## src/rtl/rcfd_pkg.sv

```systemverilog
// shared types and constants for the remote-control frame decoder
package rcfd_pkg;

	// frame geometry
	localparam int unsigned FRAME_BYTES = 18;
	localparam int unsigned CNT_W       = $clog2(FRAME_BYTES + 1);
	localparam int unsigned HDR_BYTES   = 6;
	localparam int unsigned HDR_IDX_W   = $clog2(HDR_BYTES);

	// field widths
	localparam int unsigned CH_W   = 11;
	localparam int unsigned SW_W   = 2;
	localparam int unsigned AGE_W  = 16;
	localparam int unsigned DZ_W   = 10;
	localparam int unsigned TMO_W  = 16;
	localparam int unsigned LIM_W  = 15;
	localparam int unsigned RNG_W  = 10;
	localparam int unsigned CTR_W  = 11;
	localparam int unsigned SPAN_W = 10;
	localparam int unsigned CUR_W  = 16;
	localparam int unsigned CFG_IDX_W  = 3;
	localparam int unsigned CFG_DATA_W = 16;

	// divider sizing: |diff| * limit
	localparam int unsigned PROD_W  = CH_W + LIM_W;
	localparam int unsigned STEP_W  = $clog2(PROD_W);

	// register reset values
	localparam logic [DZ_W-1:0]   DZ_RST   = DZ_W'(20);
	localparam logic [TMO_W-1:0]  TMO_RST  = TMO_W'(100);
	localparam logic [LIM_W-1:0]  LIM_RST  = LIM_W'(16384);
	localparam logic [RNG_W-1:0]  RNG_RST  = RNG_W'(660);
	localparam logic [CTR_W-1:0]  CTR_RST  = CTR_W'(1024);
	localparam logic [SPAN_W-1:0] SPAN_RST = SPAN_W'(700);

	// event codes
	typedef enum logic [1:0] {
		MODE_BYTE = 2'd0,
		MODE_IDLE = 2'd1,
		MODE_TICK = 2'd2,
		MODE_NONE = 2'd3
	} mode_t;

	// register indexes
	typedef enum logic [CFG_IDX_W-1:0] {
		REG_DEADZONE  = 3'd0,
		REG_TIMEOUT   = 3'd1,
		REG_LIMIT     = 3'd2,
		REG_RANGE     = 3'd3,
		REG_CENTER    = 3'd4,
		REG_SPAN      = 3'd5
	} reg_idx_t;

	// controller states
	typedef enum logic [1:0] {
		ST_IDLE,
		ST_MUL,
		ST_DIV,
		ST_OUT
	} state_t;

	// controller to datapath
	typedef struct packed {
		logic accept;
		logic mul_load;
		logic div_step;
		logic out_load;
	} cmd_t;

	// datapath to controller
	typedef struct packed {
		logic div_last;
	} status_t;

endpackage

```

## src/rtl/rcfd_ctrl.sv

```systemverilog
// controller state machine: sequences update, multiply, divide and result load
module rcfd_ctrl import rcfd_pkg::*; (
	input  logic    clk,
	input  logic    arst_n,
	input  logic    in_valid,
	output logic    in_stall,
	output logic    out_valid,
	input  logic    out_stall,
	input  status_t status,
	output cmd_t    cmd
);

	state_t state_q, state_d;
	logic   out_valid_q;
	logic   out_free;

	assign out_free  = !out_valid_q || !out_stall;
	assign out_valid = out_valid_q;

	// next state
	always_comb begin
		state_d = state_q;
		unique case (state_q)
			ST_IDLE: if (in_valid) state_d = ST_MUL;
			ST_MUL:  state_d = ST_DIV;
			ST_DIV:  if (status.div_last) state_d = ST_OUT;
			ST_OUT:  if (out_free) state_d = ST_IDLE;
			default: state_d = ST_IDLE;
		endcase
	end

	// outputs
	always_comb begin
		cmd      = '0;
		in_stall = 1'b1;
		unique case (state_q)
			ST_IDLE: begin
				in_stall   = 1'b0;
				cmd.accept = in_valid;
			end
			ST_MUL:  cmd.mul_load = 1'b1;
			ST_DIV:  cmd.div_step = 1'b1;
			ST_OUT:  cmd.out_load = out_free;
			default: cmd = '0;
		endcase
	end

	// state register
	always_ff @(posedge clk or negedge arst_n) begin
		if (!arst_n) begin
			state_q <= ST_IDLE;
		end else begin
			state_q <= state_d;
		end
	end

	// result valid flag
	always_ff @(posedge clk or negedge arst_n) begin
		if (!arst_n) begin
			out_valid_q <= 1'b0;
		end else if (cmd.out_load) begin
			out_valid_q <= 1'b1;
		end else if (!out_stall) begin
			out_valid_q <= 1'b0;
		end
	end

endmodule

```

## src/rtl/rcfd_datapath.sv

```systemverilog
// datapath: registers, frame store, unpack and check, age, current mapping divider
module rcfd_datapath import rcfd_pkg::*; (
	input  logic                  clk,
	input  logic                  arst_n,
	input  cmd_t                  cmd,
	output status_t               status,
	input  logic [1:0]            mode,
	input  logic [7:0]            rx_byte,
	input  logic                  cfg_valid,
	input  logic [CFG_IDX_W-1:0]  cfg_index,
	input  logic [CFG_DATA_W-1:0] cfg_data,
	output logic signed [CUR_W-1:0] current_cmd,
	output logic                  fresh,
	output logic                  frame_done,
	output logic                  frame_valid,
	output logic [CH_W-1:0]       ch_right_x,
	output logic [CH_W-1:0]       ch_right_y,
	output logic [CH_W-1:0]       ch_left_x,
	output logic [CH_W-1:0]       ch_left_y,
	output logic [SW_W-1:0]       switch_one,
	output logic [SW_W-1:0]       switch_two
);

	// configuration registers
	logic [DZ_W-1:0]   deadzone_q;
	logic [TMO_W-1:0]  timeout_q;
	logic [LIM_W-1:0]  limit_q;
	logic [RNG_W-1:0]  range_q;
	logic [CTR_W-1:0]  center_q;
	logic [SPAN_W-1:0] span_q;

	// decoder state
	logic [CNT_W-1:0] byte_cnt_q;
	logic [7:0]       fb_q [HDR_BYTES];
	logic [CH_W-1:0]  ch_q [4];
	logic [SW_W-1:0]  sw_q [2];
	logic [AGE_W-1:0] age_q;
	logic             done_q;
	logic             fvalid_q;

	// mapping datapath
	logic             neg_q;
	logic             dead_q;
	logic             zero_q;
	logic [PROD_W-1:0] work_q;
	logic [RNG_W-1:0] rem_q;
	logic [STEP_W-1:0] step_q;

	logic [CH_W-1:0]  unp_ch [4];
	logic [SW_W-1:0]  unp_sw [2];
	logic [3:0]       ch_ok;
	logic signed [CTR_W+1:0] lo_lim, hi_lim;
	logic signed [CTR_W:0]   diff;
	logic [CH_W-1:0]  abs_diff;
	logic [RNG_W:0]   trial;
	logic             trial_ge;
	logic [LIM_W-1:0] mag;
	logic             is_fresh;
	logic signed [CUR_W-1:0] cur;

	// configuration writes
	always_ff @(posedge clk or negedge arst_n) begin
		if (!arst_n) begin
			deadzone_q <= DZ_RST;
			timeout_q  <= TMO_RST;
			limit_q    <= LIM_RST;
			range_q    <= RNG_RST;
			center_q   <= CTR_RST;
			span_q     <= SPAN_RST;
		end else if (cfg_valid) begin
			unique case (cfg_index)
				REG_DEADZONE: deadzone_q <= cfg_data[DZ_W-1:0];
				REG_TIMEOUT:  timeout_q  <= cfg_data[TMO_W-1:0];
				REG_LIMIT:    limit_q    <= cfg_data[LIM_W-1:0];
				REG_RANGE:    range_q    <= cfg_data[RNG_W-1:0];
				REG_CENTER:   center_q   <= cfg_data[CTR_W-1:0];
				REG_SPAN:     span_q     <= cfg_data[SPAN_W-1:0];
				default: ;
			endcase
		end
	end

	// unpack the little-endian bit stream of the frame header
	assign unp_ch[0] = {fb_q[1][2:0], fb_q[0]};
	assign unp_ch[1] = {fb_q[2][5:0], fb_q[1][7:3]};
	assign unp_ch[2] = {fb_q[4][0], fb_q[3], fb_q[2][7:6]};
	assign unp_ch[3] = {fb_q[5][3:0], fb_q[4][7:1]};
	assign unp_sw[0] = fb_q[5][5:4];
	assign unp_sw[1] = fb_q[5][7:6];

	// channel window check
	assign lo_lim = $signed({2'b00, center_q}) - $signed({3'b000, span_q});
	assign hi_lim = $signed({2'b00, center_q}) + $signed({3'b000, span_q});
	always_comb begin
		for (int i = 0; i < 4; i++) begin
			ch_ok[i] = ($signed({2'b00, unp_ch[i]}) >= lo_lim) &&
			           ($signed({2'b00, unp_ch[i]}) <= hi_lim);
		end
	end

	// byte counter, header store and frame flags
	always_ff @(posedge clk or negedge arst_n) begin
		if (!arst_n) begin
			byte_cnt_q <= '0;
			done_q     <= 1'b0;
			fvalid_q   <= 1'b0;
		end else if (cmd.accept) begin
			done_q   <= 1'b0;
			fvalid_q <= 1'b0;
			unique case (mode_t'(mode))
				MODE_BYTE: begin
					if (byte_cnt_q < CNT_W'(FRAME_BYTES)) begin
						byte_cnt_q <= byte_cnt_q + 1'b1;
					end
				end
				MODE_IDLE: begin
					byte_cnt_q <= '0;
					if (byte_cnt_q == CNT_W'(FRAME_BYTES)) begin
						done_q   <= 1'b1;
						fvalid_q <= &ch_ok;
					end
				end
				MODE_TICK, MODE_NONE: ;
			endcase
		end
	end

	// header bytes, written at the byte count position
	always_ff @(posedge clk) begin
		if (cmd.accept && mode_t'(mode) == MODE_BYTE &&
		    byte_cnt_q < CNT_W'(HDR_BYTES)) begin
			fb_q[byte_cnt_q[HDR_IDX_W-1:0]] <= rx_byte;
		end
	end

	// channels and switches, updated on every complete frame
	always_ff @(posedge clk or negedge arst_n) begin
		if (!arst_n) begin
			for (int i = 0; i < 4; i++) ch_q[i] <= '0;
			for (int i = 0; i < 2; i++) sw_q[i] <= '0;
		end else if (cmd.accept && mode_t'(mode) == MODE_IDLE &&
		             byte_cnt_q == CNT_W'(FRAME_BYTES)) begin
			for (int i = 0; i < 4; i++) ch_q[i] <= unp_ch[i];
			for (int i = 0; i < 2; i++) sw_q[i] <= unp_sw[i];
		end
	end

	// age since last valid frame, saturating
	always_ff @(posedge clk or negedge arst_n) begin
		if (!arst_n) begin
			age_q <= '1;
		end else if (cmd.accept) begin
			if (mode_t'(mode) == MODE_IDLE && byte_cnt_q == CNT_W'(FRAME_BYTES) &&
			    (&ch_ok)) begin
				age_q <= '0;
			end else if (mode_t'(mode) == MODE_TICK && age_q != '1) begin
				age_q <= age_q + 1'b1;
			end
		end
	end

	// stick offset from center
	assign diff     = $signed({1'b0, ch_q[1]}) - $signed({1'b0, center_q});
	assign abs_diff = diff[CTR_W] ? CH_W'(-diff) : diff[CH_W-1:0];

	// restoring divider step, one quotient bit per cycle
	assign trial    = {rem_q, work_q[PROD_W-1]};
	assign trial_ge = trial >= {1'b0, range_q};

	always_ff @(posedge clk) begin
		if (cmd.mul_load) begin
			work_q <= PROD_W'(abs_diff) * PROD_W'(limit_q);
			rem_q  <= '0;
			step_q <= '0;
			neg_q  <= diff[CTR_W];
			dead_q <= abs_diff < CH_W'(deadzone_q);
			zero_q <= (abs_diff == '0) || (limit_q == '0);
		end else if (cmd.div_step) begin
			work_q <= {work_q[PROD_W-2:0], trial_ge};
			rem_q  <= trial_ge ? RNG_W'(trial - {1'b0, range_q}) : trial[RNG_W-1:0];
			step_q <= step_q + 1'b1;
		end
	end

	assign status.div_last = step_q == STEP_W'(PROD_W - 1);

	// clamp, sign and staleness
	always_comb begin
		is_fresh = age_q < timeout_q;
		if (zero_q) begin
			mag = '0;
		end else if (work_q > PROD_W'(limit_q)) begin
			mag = limit_q;
		end else begin
			mag = work_q[LIM_W-1:0];
		end
		if (!is_fresh || dead_q) begin
			cur = '0;
		end else if (neg_q) begin
			cur = -$signed({1'b0, mag});
		end else begin
			cur = $signed({1'b0, mag});
		end
	end

	// result register
	always_ff @(posedge clk) begin
		if (cmd.out_load) begin
			current_cmd <= cur;
			fresh       <= is_fresh;
			frame_done  <= done_q;
			frame_valid <= fvalid_q;
			ch_right_x  <= ch_q[0];
			ch_right_y  <= ch_q[1];
			ch_left_x   <= ch_q[2];
			ch_left_y   <= ch_q[3];
			switch_one  <= sw_q[0];
			switch_two  <= sw_q[1];
		end
	end

endmodule

```

## src/rtl/rc_frame_decoder_current_command.sv

```systemverilog
// top level: remote-control frame decoder with stick-to-current mapping
// Each event (received byte, line idle, millisecond tick) yields exactly one
// result transaction. An event is taken, the frame and age state update at
// acceptance, then channel 1 is mapped to a current through a multiplier and a
// restoring divider that produces one quotient bit per cycle; an event passes
// through acceptance, the multiply, the divide steps over the 26-bit product
// and the result load. The next event is taken while a finished result
// still waits at the output register. The block starts stale: current is zero
// until a valid 18-byte frame arrives. Registers are written through the
// config channel, which is always ready, and must only be written while idle.
module rc_frame_decoder_current_command import rcfd_pkg::*; (
	input  logic                  clk,
	input  logic                  arst_n,
	input  logic                  in_valid,
	output logic                  in_stall,
	input  logic [1:0]            mode,
	input  logic [7:0]            rx_byte,
	output logic                  out_valid,
	input  logic                  out_stall,
	output logic signed [CUR_W-1:0] current_cmd,
	output logic                  fresh,
	output logic                  frame_done,
	output logic                  frame_valid,
	output logic [CH_W-1:0]       ch_right_x,
	output logic [CH_W-1:0]       ch_right_y,
	output logic [CH_W-1:0]       ch_left_x,
	output logic [CH_W-1:0]       ch_left_y,
	output logic [SW_W-1:0]       switch_one,
	output logic [SW_W-1:0]       switch_two,
	input  logic                  cfg_valid,
	output logic                  cfg_ready,
	input  logic [CFG_IDX_W-1:0]  cfg_index,
	input  logic [CFG_DATA_W-1:0] cfg_data
);

	cmd_t    cmd;
	status_t status;

	assign cfg_ready = 1'b1;

	// sequencer
	rcfd_ctrl u_ctrl (
		.clk       (clk),
		.arst_n    (arst_n),
		.in_valid  (in_valid),
		.in_stall  (in_stall),
		.out_valid (out_valid),
		.out_stall (out_stall),
		.status    (status),
		.cmd       (cmd)
	);

	// state, mapping and result registers
	rcfd_datapath u_dp (
		.clk         (clk),
		.arst_n      (arst_n),
		.cmd         (cmd),
		.status      (status),
		.mode        (mode),
		.rx_byte     (rx_byte),
		.cfg_valid   (cfg_valid),
		.cfg_index   (cfg_index),
		.cfg_data    (cfg_data),
		.current_cmd (current_cmd),
		.fresh       (fresh),
		.frame_done  (frame_done),
		.frame_valid (frame_valid),
		.ch_right_x  (ch_right_x),
		.ch_right_y  (ch_right_y),
		.ch_left_x   (ch_left_x),
		.ch_left_y   (ch_left_y),
		.switch_one  (switch_one),
		.switch_two  (switch_two)
	);

endmodule
```

## config.mk

```make
export PLATFORM = sky130hd
export DESIGN_NAME = rc_frame_decoder_current_command
export DESIGN_NICKNAME = d
export VERILOG_FILES = /design/src/rtl/rcfd_pkg.sv /design/src/rtl/rcfd_ctrl.sv /design/src/rtl/rcfd_datapath.sv /design/src/rtl/rc_frame_decoder_current_command.sv
export SDC_FILE = /design/constraint.sdc
export NUM_CORES = 1
export LEC_CHECK = 0
export BUFFER_PORTS_ARGS = -buffer_cell sky130_fd_sc_hd__buf_2
export CORE_AREA = 2 2 205 207
export DETAILED_ROUTE_END_ITERATION = 8
export DIE_AREA = 0 0 207 209
export PLACE_DENSITY = 0.68
export SLEW_MARGIN = 0
export SYNTH_ARGS = -nofsm -noshare
export SYNTH_HDL_FRONTEND = slang
export SYNTH_SLANG_ARGS = --single-unit
```

## constraint.sdc

```tcl
create_clock -name clk -period 11.05 [get_ports clk]
set_input_delay 1.6575 -clock clk [delete_from_list [all_inputs] [get_ports clk]]
set_output_delay 1.6575 -clock clk [all_outputs]
set_load 0.03 [all_outputs]
```

==> impl_metrics.toml <==
[critical_path]
worst_path_max_delay_cell = "xnor2_1"
r2r_cells = 28
reg2reg_to = "u_dp.work_q[22]"
r2r_start = "u_dp.ch_q[22]"
crit_required_ns = 11.36
worstSetupStartpointType = "flop"
crit_arrival_ns = 9.01
cpMostUsedCell = "fa_1"
cp-endpoint = "u_dp.work_q[22]"
startpoint = "u_dp.ch_q[22]"
cp_max_fo = 9
crit_type = "flop to flop"
end_kind = "flop"
max_stage_delay_ns = 0.73
rrSetupSlack_ns = 2.34

[logic_synthesis]
synthCells = 2263
yosysWarnings = 0
synth_area_mm2 = 0.0222
synth.distinct_cells = 76
synth_nets = 2660
ys_ff_latch = 305
yosysSeqAreaShare = 0.374
syn_avg_cell_area_um2 = 9.83
synth_flop_cell = "edfxtp_1"
synth-async-reset-ratio = 0.479
synth_enable_flop_cells = 144

[global_route]
grt_max_degree = 82
grt_usage = 0.264
antenna_found_initial = 1
grt_pass1_vias = 16846
grt.overflow.total = 0
grt_pass1_wl_um = 90900

[detailed_routing]
drt_iter0_drc = 1268
post_drt_wl_per_cell_um = 19.3
postRouteAntennaNets = 0
via_per_inst = 5.78
firstDrtPassIters = 5
wl_um = 56400
num_vias = 16864
drc = 0

[sta]
slew_violations = 0
relSlewSlack = 0.160
layout_setup_ws_ns = 2.34
period_share = 0.788
fmax_mhz = 115
period_minus_slack_ns = 8.71
rsz0062_at_grt = "no"
tightestPinTransition_ns = 1.25
tns_ns = 0
setup_violations = 0
fin_worst_skew_ns = 0.00989
finalHoldViolations = 0

[clock_network]
clockRootBuffer = "clkbuf_16"
cts_buffers = 36
postCtsHoldBufs = 0
clkTransAtPathRegs_ns = 0.06
cts_sinks = 305
cts_tree = "done"
cts-resized-gates = 0
cts_setup_buffers = 0
clockBufferDepth = 3
cts.htree.levels = 2
clk_latency_ns = 0.56

[finish]
final_nets = 2747
diodes = 0
area_growth_pct = 10.9
fin_area_mm2 = 0.0247
drive_gt1_frac = 0.122
finalNonFillerCells = 2917

[die]
die_area_mm2 = 0.0433
ios = 104
start_util = 0.539
core_area_mm2 = 0.0413
fp-row-count = 75
die_x_um = 207
die_y_um = 209

[run_status]
outcome = "finished, final reports clean"

[job]
maxCapViolCount = 0

[place]
dpl.hpwl_um = 41500
place_congestion = 0.918
dpl-instance-area_mm2 = 0.0234
io_buffers = 102
preCtsSetupSlack_ns = 2.48
dp_cells = 2851

[hold_path]
hold_class = "flop to flop"
==> through the flow <==
step | utilization | hold WS (ns)
2_1_floorplan | - | 0.415
3_3_place_gp | 0.566 | 0.430
3_5_place_dp | 0.566 | 0.431
4_1_cts | 0.597 | 0.446
5_1_grt | 0.597 | 0.450
6_report | 0.597 | 0.446
==> layout make-up <==
class	count	area, um^2
timing repair buffer	121	659
tap	539	674
fill	3522	16600
inverter	251	945
clock buffer	42	965
sequential	305	8320
multi-input combinational	1635	12800
clock inverter	24	338
==> cells in the mapped netlist (all sizes together) (29+ instances only) <==
cell      n  area share
a21o     42       0.014
a21oi   104       0.023
and2     62       0.017
clkbuf   68       0.011
dfrtp   113        0.13
dfstp    33       0.039
edfxtp  144        0.19
fa      120        0.11
ha      243        0.14
inv     250       0.042
mux2     45       0.023
nand2   336       0.057
nand3    29      0.0065
nor2    143       0.024
nor3     37      0.0083
o21ai   114       0.026
xnor2    58       0.024
==> logic make-up (layout without fill, tap and decap cells) <==
group,count (synthesis),count (layout),synth area share
other,1,1,0.000169
xor gates and xnor gates,84,84,0.0343
and+or+nand+nor,744,744,0.154
buffers and inverters,323,438,0.0550
AOI/OAI and AO/OA,390,390,0.111
DFF,305,305,0.374
muxes,53,53,0.0264
adders and majority gates,363,363,0.245
==> worst max-delay path, delay by kind of cell (launching register included) <==
kind	cells	cell delay, ns
AO/OA/AOI/OAI	4	0.90
XOR/XNOR	3	1.06
adder cells (fa/ha/maj)	8	3.49
buffers and inverters	4	0.46
flip-flops	1	0.38
multiplexers	1	0.26
AND/OR/NAND/NOR	8	1.91
==> layer usage <==
metal | up-vias | track usage | wire, um
met5 | - | 0 | 0
li1 | 7894 | - | -
met2 | 581 | 0.404 | 24800
met1 | 8305 | 0.385 | 25700
met3 | 84 | 0.0491 | 4580
met4 | 0 | 0.0746 | 1260
==> how the worst min path moves through the flow <==
| stage | from | cells after the start | to |
|---|---|---|---|
| floorplan | u_dp.fb_q[5][6] | 2 | u_dp.sw_q[0] |
| global placement | u_dp.ch_q[4] | 0 | u_dp.ch_left_y[4] |
| detailed placement | u_dp.ch_q[43] | 0 | u_dp.ch_right_x[10] |
| finish | u_dp.ch_q[43] | 0 | u_dp.ch_right_x[10] |
| global route | u_dp.ch_q[43] | 0 | u_dp.ch_right_x[10] |
| CTS | u_dp.ch_q[43] | 0 | u_dp.ch_right_x[10] |
==> cells in the final DEF (no fill, tap or decap), drive strengths merged, types with 7 or more instances in the layout <==
cell type / synthesis / routed
a41oi: 7 / 7
a21o: 42 / 42
or3: 18 / 18
o21ai: 114 / 114
mux2: 45 / 45
nor2b: 20 / 20
nand2b: 24 / 24
a31oi: 9 / 9
nand2: 336 / 336
mux2i: 8 / 8
a211oi: 22 / 22
nand4: 27 / 27
clkbuf: 68 / 42
dfstp: 33 / 33
o2111ai: 10 / 10
fa: 120 / 120
and2: 62 / 62
o21a: 19 / 19
a21oi: 104 / 104
nor2: 143 / 143
buf: 4 / 121
nor3: 37 / 37
dfrtp: 113 / 113
xor2: 26 / 26
edfxtp: 144 / 144
dfxtp: 15 / 15
inv: 250 / 252
nand3: 29 / 29
o31ai: 9 / 9
o211ai: 11 / 11
clkinv: 1 / 13
and3: 10 / 10
bufinv: 0 / 7
nor4: 8 / 8
xnor2: 58 / 58
ha: 243 / 243
==> state kept, by name, summed over array words and instances, names as in the netlist, 15 cells and up <==
| register | cells |
|---|---|
| u_dp.timeout_q | 16 |
| u_dp.age_q | 16 |
| u_dp.current_cmd | 16 |
| u_dp.ch_q | 44 |
| u_dp.fb_q | 48 |
| u_dp.limit_q | 15 |
| u_dp.work_q | 26 |
Power is left out: the tool's default activity adds up to more than one toggle a clock period on the data nets, which glitch-free logic cannot reach.
